[src/design/swsfd_pkg.sv]
// Constants for the sync-word sensor frame deframer.
// No dependencies; used by the deframer core.
package swsfd_pkg;

    localparam int FRAME_BYTES = 34;
    localparam int CNT_W       = 6;
    localparam int IDX_W       = 4;
    localparam int VAL_W       = 16;

    localparam logic [7:0] SYNC_HEAD   = 8'h53;
    localparam logic [7:0] SYNC_SECOND = 8'h54;
    localparam logic [7:0] SYNC_END1   = 8'h45;
    localparam logic [7:0] SYNC_END2   = 8'h4E;

    localparam logic [CNT_W-1:0] POS_SECOND = CNT_W'(1);
    localparam logic [CNT_W-1:0] POS_END1   = CNT_W'(FRAME_BYTES - 2);
    localparam logic [CNT_W-1:0] POS_END2   = CNT_W'(FRAME_BYTES - 1);
    localparam logic [CNT_W-1:0] POS_DATA   = CNT_W'(2);
    localparam logic [CNT_W-1:0] POS_MODE   = CNT_W'(30);

    localparam logic [IDX_W-1:0] LAST_DATA_WORD = IDX_W'(13);
    localparam logic [IDX_W-1:0] MODE_WORD      = IDX_W'(14);

endpackage

[src/design/swsfd_ram.sv]
// Generic single-write, single-read synchronous RAM with registered read data.
// No dependencies.
module swsfd_ram #(
    parameter int WIDTH = 8,
    parameter int DEPTH = 34
) (
    input  logic                     clk,
    input  logic                     wr_en,
    input  logic [$clog2(DEPTH)-1:0] wr_addr,
    input  logic [WIDTH-1:0]         wr_data,
    input  logic                     rd_en,
    input  logic [$clog2(DEPTH)-1:0] rd_addr,
    output logic [WIDTH-1:0]         rd_data
);

    logic [WIDTH-1:0] mem [DEPTH];
    logic [WIDTH-1:0] rd_data_reg;

    always_ff @(posedge clk)
    begin
        if (wr_en)
        begin
            mem[wr_addr] <= wr_data;
        end
        if (rd_en)
        begin
            rd_data_reg <= mem[rd_addr];
        end
    end

    assign rd_data = rd_data_reg;

endmodule

[src/design/sync_word_sensor_frame_deframer_core.sv]
// Sync-word sensor frame deframer: hunts for 'S', stores the rest of a 34-byte frame in a RAM
// and replays a good frame as 15 result transactions. Depends on swsfd_pkg and swsfd_ram.
// Input takes one byte per cycle while hunting or collecting. After a good frame it is stalled
// for the replay: each data word is read as its low byte, then its high byte, then offered;
// the mode byte is read, then offered. The first word is offered after RDLO, RDHI and WAIT.
// Reset clears the counter, check flags, sequencer and output valid; the RAM is not cleared.
module sync_word_sensor_frame_deframer_core (
    input  logic                         clk,
    input  logic                         rst_n,
    input  logic                         rx_valid,
    output logic                         rx_stall,
    input  logic [7:0]                   rx_byte,
    output logic                         word_valid,
    input  logic                         word_stall,
    output logic [swsfd_pkg::IDX_W-1:0]  word_index,
    output logic [swsfd_pkg::VAL_W-1:0]  word_value,
    output logic                         last_word
);

    localparam logic [2:0] ST_IDLE   = 3'd0;
    localparam logic [2:0] ST_RDLO   = 3'd1;
    localparam logic [2:0] ST_RDHI   = 3'd2;
    localparam logic [2:0] ST_WAIT   = 3'd3;
    localparam logic [2:0] ST_RDMODE = 3'd4;
    localparam logic [2:0] ST_MODEW  = 3'd5;

    logic [2:0]                        state_reg, state_next;
    logic [swsfd_pkg::CNT_W-1:0]       bytes_held_reg, bytes_held_next;
    logic                              second_ok_reg, second_ok_next;
    logic                              end1_ok_reg, end1_ok_next;
    logic [swsfd_pkg::IDX_W-1:0]       word_k_reg, word_k_next;
    logic [7:0]                        lo_reg, lo_next;
    logic                              word_valid_reg, word_valid_next;
    logic [swsfd_pkg::IDX_W-1:0]       word_index_reg, word_index_next;
    logic [swsfd_pkg::VAL_W-1:0]       word_value_reg, word_value_next;
    logic                              last_word_reg, last_word_next;

    logic                              rx_take;
    logic                              slot_free;
    logic                              ram_wr_en;
    logic                              ram_rd_en;
    logic [swsfd_pkg::CNT_W-1:0]       ram_rd_addr;
    logic [7:0]                        ram_rd_data;
    logic [swsfd_pkg::CNT_W-1:0]       lo_addr;

    assign rx_stall  = (state_reg != ST_IDLE);
    assign rx_take   = rx_valid && !rx_stall;
    assign slot_free = !word_valid_reg || !word_stall;
    assign lo_addr   = {1'b0, word_k_reg, 1'b0} + swsfd_pkg::POS_DATA;

    // Byte 0 is always 'S' and is never read back, so only the collecting bytes are stored.
    assign ram_wr_en = rx_take && (bytes_held_reg != '0);

    swsfd_ram #(
        .WIDTH (8),
        .DEPTH (swsfd_pkg::FRAME_BYTES)
    ) u_frame_ram (
        .clk     (clk),
        .wr_en   (ram_wr_en),
        .wr_addr (bytes_held_reg),
        .wr_data (rx_byte),
        .rd_en   (ram_rd_en),
        .rd_addr (ram_rd_addr),
        .rd_data (ram_rd_data)
    );

    always_comb
    begin
        state_next      = state_reg;
        bytes_held_next = bytes_held_reg;
        second_ok_next  = second_ok_reg;
        end1_ok_next    = end1_ok_reg;
        word_k_next     = word_k_reg;
        lo_next         = lo_reg;
        word_valid_next = word_valid_reg && word_stall;
        word_index_next = word_index_reg;
        word_value_next = word_value_reg;
        last_word_next  = last_word_reg;
        ram_rd_en       = 1'b0;
        ram_rd_addr     = lo_addr;

        case (state_reg)
            ST_IDLE:
            begin
                if (rx_take)
                begin
                    if (bytes_held_reg == '0)
                    begin
                        if (rx_byte == swsfd_pkg::SYNC_HEAD)
                        begin
                            bytes_held_next = swsfd_pkg::CNT_W'(1);
                        end
                    end
                    else if (bytes_held_reg == swsfd_pkg::POS_END2)
                    begin
                        bytes_held_next = '0;
                        word_k_next     = '0;
                        if (second_ok_reg && end1_ok_reg &&
                            rx_byte == swsfd_pkg::SYNC_END2)
                        begin
                            state_next = ST_RDLO;
                        end
                    end
                    else
                    begin
                        bytes_held_next = bytes_held_reg + swsfd_pkg::CNT_W'(1);
                        if (bytes_held_reg == swsfd_pkg::POS_SECOND)
                        begin
                            second_ok_next = (rx_byte == swsfd_pkg::SYNC_SECOND);
                        end
                        if (bytes_held_reg == swsfd_pkg::POS_END1)
                        begin
                            end1_ok_next = (rx_byte == swsfd_pkg::SYNC_END1);
                        end
                    end
                end
            end
            ST_RDLO:
            begin
                ram_rd_en   = 1'b1;
                ram_rd_addr = lo_addr;
                state_next  = ST_RDHI;
            end
            ST_RDHI:
            begin
                lo_next     = ram_rd_data;
                ram_rd_en   = 1'b1;
                ram_rd_addr = lo_addr + swsfd_pkg::CNT_W'(1);
                state_next  = ST_WAIT;
            end
            ST_WAIT:
            begin
                // The high byte stays in the RAM read register until the slot frees.
                if (slot_free)
                begin
                    word_valid_next = 1'b1;
                    word_index_next = word_k_reg;
                    word_value_next = {ram_rd_data, lo_reg};
                    last_word_next  = 1'b0;
                    word_k_next     = word_k_reg + swsfd_pkg::IDX_W'(1);
                    if (word_k_reg == swsfd_pkg::LAST_DATA_WORD)
                    begin
                        state_next = ST_RDMODE;
                    end
                    else
                    begin
                        state_next = ST_RDLO;
                    end
                end
            end
            ST_RDMODE:
            begin
                ram_rd_en   = 1'b1;
                ram_rd_addr = swsfd_pkg::POS_MODE;
                state_next  = ST_MODEW;
            end
            ST_MODEW:
            begin
                if (slot_free)
                begin
                    word_valid_next = 1'b1;
                    word_index_next = swsfd_pkg::MODE_WORD;
                    word_value_next = {8'h00, ram_rd_data};
                    last_word_next  = 1'b1;
                    state_next      = ST_IDLE;
                end
            end
            default:
            begin
                state_next = ST_IDLE;
            end
        endcase
    end

    always_ff @(posedge clk or negedge rst_n)
    begin
        if (!rst_n)
        begin
            state_reg      <= ST_IDLE;
            bytes_held_reg <= '0;
            second_ok_reg  <= 1'b0;
            end1_ok_reg    <= 1'b0;
            word_k_reg     <= '0;
            word_valid_reg <= 1'b0;
        end
        else
        begin
            state_reg      <= state_next;
            bytes_held_reg <= bytes_held_next;
            second_ok_reg  <= second_ok_next;
            end1_ok_reg    <= end1_ok_next;
            word_k_reg     <= word_k_next;
            word_valid_reg <= word_valid_next;
        end
    end

    always_ff @(posedge clk)
    begin
        lo_reg         <= lo_next;
        word_index_reg <= word_index_next;
        word_value_reg <= word_value_next;
        last_word_reg  <= last_word_next;
    end

    assign word_valid = word_valid_reg;
    assign word_index = word_index_reg;
    assign word_value = word_value_reg;
    assign last_word  = last_word_reg;

    // The counter never reaches a full frame; the last byte returns it to hunting.
    assert property (@(posedge clk) disable iff (!rst_n)
        bytes_held_reg < swsfd_pkg::CNT_W'(swsfd_pkg::FRAME_BYTES))
        else $error("frame byte counter out of range");

    assert property (@(posedge clk) disable iff (!rst_n)
        rx_valid && !rx_stall && bytes_held_reg == swsfd_pkg::POS_END2
        |=> bytes_held_reg == '0)
        else $error("counter not cleared after last frame byte");

    assert property (@(posedge clk) disable iff (!rst_n)
        word_valid && last_word |-> word_index == swsfd_pkg::MODE_WORD)
        else $error("last result is not the mode byte");

    // A data word on the output means the mode byte of that frame is still to come.
    assert property (@(posedge clk) disable iff (!rst_n)
        word_valid && !last_word |-> state_reg != ST_IDLE)
        else $error("replay ended before the mode byte");

    assert property (@(posedge clk) disable iff (!rst_n)
        state_reg != ST_IDLE |-> bytes_held_reg == '0)
        else $error("collecting bytes during replay");

endmodule
[config.mk]
export PLATFORM = sky130hd
export DESIGN_NAME = sync_word_sensor_frame_deframer_core
export DESIGN_NICKNAME = d
export VERILOG_FILES = /design/src/design/swsfd_pkg.sv /design/src/design/swsfd_ram.sv /design/src/design/sync_word_sensor_frame_deframer_core.sv
export SDC_FILE = /design/constraint.sdc
export NUM_CORES = 1
export LEC_CHECK = 0
export BUFFER_PORTS_ARGS = -buffer_cell sky130_fd_sc_hd__clkbuf_2
export CAP_MARGIN = 20
export CORE_ASPECT_RATIO = 0.9
export CORE_MARGIN = 10
export CORE_UTILIZATION = 60
export CTS_BUF_LIST = sky130_fd_sc_hd__clkbuf_4
export CTS_CLUSTER_DIAMETER = 120
export DETAILED_ROUTE_END_ITERATION = 16
export HOLD_SLACK_MARGIN = 0.08
export PLACE_DENSITY = 0.87
export REMOVE_ABC_BUFFERS = 1
export SYNTH_ARGS = -nofsm -noshare
export SYNTH_HDL_FRONTEND = slang
export SYNTH_SLANG_ARGS = --single-unit
[constraint.sdc]
create_clock -name clk -period 3.5 [get_ports clk]
set_input_delay 0.875 -clock clk [delete_from_list [all_inputs] [get_ports clk]]
set_output_delay 0.875 -clock clk [all_outputs]
set_load 0.005 [all_outputs]
; Word level (Yosys, flattened, before mapping)
; Memories as Yosys holds them, arrays and structs flattened. A register that Yosys moved wholly into a read port is not among the register bits.
; Index checks and enable logic that the tools add are counted.
[op_classes]
order_cmp = 0
n_reduce_logical = 23
div_mod_pow = 0
n_bitwise = 2
n_mux = 31
n_addsub = 4
eq_ne = 20
shift = 0
n_mul = 0
[op_table]
columns = operator, count
row1 = 8-bit by 7-bit == test with 1-bit output (second input constant), 4
row2 = 16-bit two-way mux, 2
row3 = 16-bit one-hot mux with 2 select lines, 1
row4 = 4-bit two-way mux, 6
row5 = 3-bit two-way mux, 7
row6 = 6-bit two-way mux, 3
row7 = 3-bit one-hot mux with 6 select lines, 1
row8 = 4-bit one-hot mux with 2 select lines, 2
row9 = 5-bit AND reduction, 3
row10 = 6-bit by 1-bit adder with 6-bit output (second input constant), 2
row11 = 6-bit == test (second input constant), 2
row12 = 2-bit != test (second input constant), 6
row13 = 6-bit one-hot mux with 2 select lines, 1
row14 = 1-bit two-way mux, 7
row15 = 5-bit by 2-bit adder with 6-bit output (second input constant), 1
row16 = 3-bit by 2-bit == test with 1-bit output (second input constant), 2
row17 = 3-bit == test (second input constant), 2
row18 = 6-bit by 1-bit == test with 1-bit output (second input constant), 1
row19 = 6-bit logical NOT, 1
row20 = 3-bit AND reduction, 2
row21 = 6-bit AND reduction, 1
row22 = 6-bit nonzero test, 1
row23 = 1-bit logical AND, 5
row24 = 4-bit by 1-bit adder with 4-bit output (second input constant), 1
row25 = other kinds (12), 16
[totals]
elab_cells = 91
reg_bits = 45
inputBits = 12
mem_bits_rw = 272
output_inout_bits = 23
latch_bits = 0
n_memories = 1
rom_bits = 0
[mem_list]
columns = name, depth, width, rd, rd_clocked_by_memory_dff, write_ports, line
row1 = u_frame_ram.mem, 34, 8, 1, 1, 1, swsfd_ram.sv:16  ; logic [WIDTH-1:0] mem [DEPTH];

; Longest topological paths before layout
[logic_depth]
ltp_word = 7
ltp_mapped = 10
mapped_depth_nobuf = 7

; Hierarchy
; A second synthesis with hierarchy kept.
[unflattened]
cells_unflattened = 780
hier_area_um2 = 13341.5
[by_module_without_submodules]
columns = mod, cells_each, n_inst, area_per_inst_um2, seq_area_each_um2
row1 = swsfd_ram, 612, 1, 11193.2, 8408.1
row2 = sync_word_sensor_frame_deframer_core, 168, 1, 2148.3, 1271.2

; Least setup slack after synthesis
; No wires, ideal clock.
[synth_path]
path_kind = flip-flop to flip-flop
start = reg state_reg[1]
end = mem u_frame_ram.mem[32][0], enable pin
path_stages_with_launch = 8
setup_slack_ns = 0.996
synth_period_minus_slack_ns = 2.504
path_buffers = 2
required_time_ns = 3.117
setup_time_ns = 0.383
arrival_time_ns = 2.121
cell_sequence = dfrtp_1 > buf_4 > clkbuf_1 > nor3_1 > and2_1 > and3_1 > nand2_1 > nor3_1
[synth_via]
elab_chain_cells = 6
[synth_lines]
columns = item, line
row1 = from (decl), sync_word_sensor_frame_deframer_core.sv:27  ; logic [2:0] state_reg, state_next;
row2 = from (signal assigned), sync_word_sensor_frame_deframer_core.sv:188  ; state_reg <= state_next;
row3 = 3-bit nonzero test, sync_word_sensor_frame_deframer_core.sv:46  ; assign rx_stall = (state_reg != ST_IDLE);
row4 = 1-bit logical NOT, sync_word_sensor_frame_deframer_core.sv:47  ; assign rx_take = rx_valid && !rx_stall;
row5 = 1-bit logical AND, sync_word_sensor_frame_deframer_core.sv:47
row6 = 1-bit logical AND, sync_word_sensor_frame_deframer_core.sv:52  ; assign ram_wr_en = rx_take && (bytes_held_reg != '0);
row7 = 1-bit two-way mux, swsfd_ram.sv:21  ; if (wr_en)
row8 = 1-bit two-way mux (not written as such), swsfd_ram.sv:23  ; mem[wr_addr] <= wr_data;
row9 = to (decl), swsfd_ram.sv:16
; Every way passes these cells.

; Worst setup path in the final report
[layout_path]
start = reg state_reg[0]
end = mem u_frame_ram.mem[15][0], enable pin
; The elaborated chain is that of the path after synthesis.

==> out/results.ini <==
[sta]
timing.final.crit_share_pct=93.4
final-hold-violation-count=0
rsz0062_at_grt=no
fmax_mhz=306
relSlewSlack_pct=34.1
skew_ps=56.0
finalCriticalPeriod_ps=3270
finalSetupViolCount=0
fin_hold_ws_ps=149
final.setup.worst_slack_ps=231
tightest_slew_ps=981
report.final.slew_viol_count=0

[synthesis]
syn_avg_cell_area_sq_um=13.0
synth_top_cell_area_share_pct=66.1
yosys.area.top_type=edfxtp_1
synth-edff-count=309
synth_cells=1080
ys_seq_area_share_pct=68.9
synth.area.top_cells=edfxtp_1 (66%), a21oi_1 (3.7%), dfrtp_1 (2.9%), nand2_1 (2.8%), a32o_1 (2.1%)
ys_types=53
syn_area_sq_mm=0.0140
yosysWarnings=0
synth_async_sr_flop_share_pct=4.92
synth_flop_cell=edfxtp_1
ys_seq_elements=325

[floorplanning]
die_w_microns=181
start_util_pct=60.5
rows=53
dieArea_sq_mm=0.0299
ios=35
core_area_sq_mm=0.0232
fp.dieH_microns=165

[routing]
routed_via_density=6.68
drt-total-wl_mm=37.9
drc=0
drtPass1Iterations=5
drtAntennaViolNets=0
avgRoutedWirePerCell_microns=25.0
drt-initial-drc-count=1519
num_vias=10122

[worst_setup_path]
crit_path_end_kind=flop
path_class=flop to flop
required_ps=3810
worstPathMaxFanout=12
worstSetupStartpointType=flop
worst_ep_arrival_time_ps=3580

[flow_run]
drv_cap=0

[global_route]
grt_pass1_wl_mm=56.9
antenna_found_initial=3
overflow=0
grt_max_degree=43
grt_usage_pct=24.8
grt_pass1_vias=9805

[placed_design]
post_dp_cell_area_sq_mm=0.0147
numPortBuffers=34
pre_cts_ws_ps=456
hpwl_mm=24.4
gp_congestion=1.00

[cts]
cts_hold_buf=0
cts_buffer_depth=3
postCtsResizedCells=0
cts_max_level=3
cts-root-buf=clkbuf_4
numCtsBuffers=79
clk_latency_ps=710
cts_tree=done
post-cts-setup-buffers=0
cts_sinks=325
clk_pin_slew_worst_paths_ps=70

[power_and_ir_drop]
ir_drop_v=0.000383
power.density_mw_per_mm2=583
p_leak_nw=5.49
power_mw=9.09

[cells_and_area]
largest_reg_flops=272
syn_to_final_growth_pct=11.0
fin_util_pct=67.2
stdcell_area_sq_mm=0.0156
fin_nets=1187
fillers=1640
final_common_cell=edfxtp_1
mostFrequentLayoutCells=edfxtp_1 (309), clkbuf_4 (110), a21oi_1 (105)
drive_gt1_share_pct=17.1

[hold_path]
hold_path.class=input port to asynchronous set/reset pin

[status]
outcome=finished, final reports clean

## cell families (layout without fill, tap and decap cells)
family                     after synthesis  count (layout)  share of synthesized area, %
xor gates and xnor gates                 6               6                         0.374
adders and majority gates                5               5                         0.445
other                                    0               1                             0
buffers and inverters                  110             243                          3.28
and+or+nand+nor                        305             305                          10.8
muxes                                    3               3                         0.240
DFF                                    325             325                          68.9
AOI/OAI and AO/OA                      326             326                          15.9
## routing by layer
layer	track usage, %	part of all wire, %
met5	0	0.018
met4	11.5	4.2
met3	7.51	13
met2	38.6	46
met1	31.5	36
## metrics by stage
step	std cells	setup TNS (ps)
2_1_floorplan	1007	-13550
3_3_place_gp	1391	0
3_5_place_dp	1391	0
4_1_cts	1515	0
5_1_grt	1516	0
6_report	1516	0
## report_power, final
| part | leakage [nW] | total, mW | switching [mW] | internal, mW |
|---|---|---|---|---|
| clock network | 0.561 | 3.00 | 1.42 | 1.58 |
| registers | 2.99 | 4.58 | 0.117 | 4.46 |
| logic | 1.93 | 1.51 | 1.04 | 0.472 |
| total | 5.49 | 9.09 | 2.58 | 6.51 |
## synthesized netlist by cell type, types with 8 or more instances
cell type and n:
nand2b_1 12, o22ai_1 11, a21oi_1 105, o21a_1 14
nor2b_1 36, nand4_1 12, a32oi_1 13, o21ai_0 43
nand3b_1 9, nand2_1 104, dfrtp_1 16, a221oi_1 8
a211oi_1 9, edfxtp_1 309, inv_1 34, nand3_1 13
a32o_1 30, a211o_1 8, a21boi_0 16, o221ai_1 29
nor2_1 63, and2_1 20, clkbuf_1 46, buf_2 16
a31oi_1 9
## final timing paths
check / cells past startpoint / from / slack, ps / to
worst max-delay path: 4 / state_reg[0] / 230 / u_frame_ram.mem[15][0]
max in group asynchronous: 1 / rst_n / 2940 / second_ok_reg
min in group clk: 2 / word_stall / 440 / word_valid
worst min-delay path: 1 / rst_n / 150 / word_k_reg[1]
worst max register to register: 4 / state_reg[0] / 230 / u_frame_ram.mem[15][0]
worst min register to register: 1 / end1_ok_reg / 480 / end1_ok_reg
## worst max-delay path: stages, from the launching register on
cell and delay (ps):
dfrtp_1 540, nor3_1 780, and2_1 280, nand4_1 470
nor2_1 810
## layout make-up
class / instances / area [sq um] / area share, %
flip-flops and latches: 325 / 9680 / 62.1
diodes: 1 / 2.50 / 0.0161
multi-input cells: 645 / 3930 / 25.2
clock buffers: 110 / 826 / 5.30
inverters: 37 / 139 / 0.891
well taps: 302 / 378 / 2.42
repair buffers: 82 / 531 / 3.40
clock inverters: 14 / 105 / 0.674
Note: power is estimated with default switching activity, not from simulation.
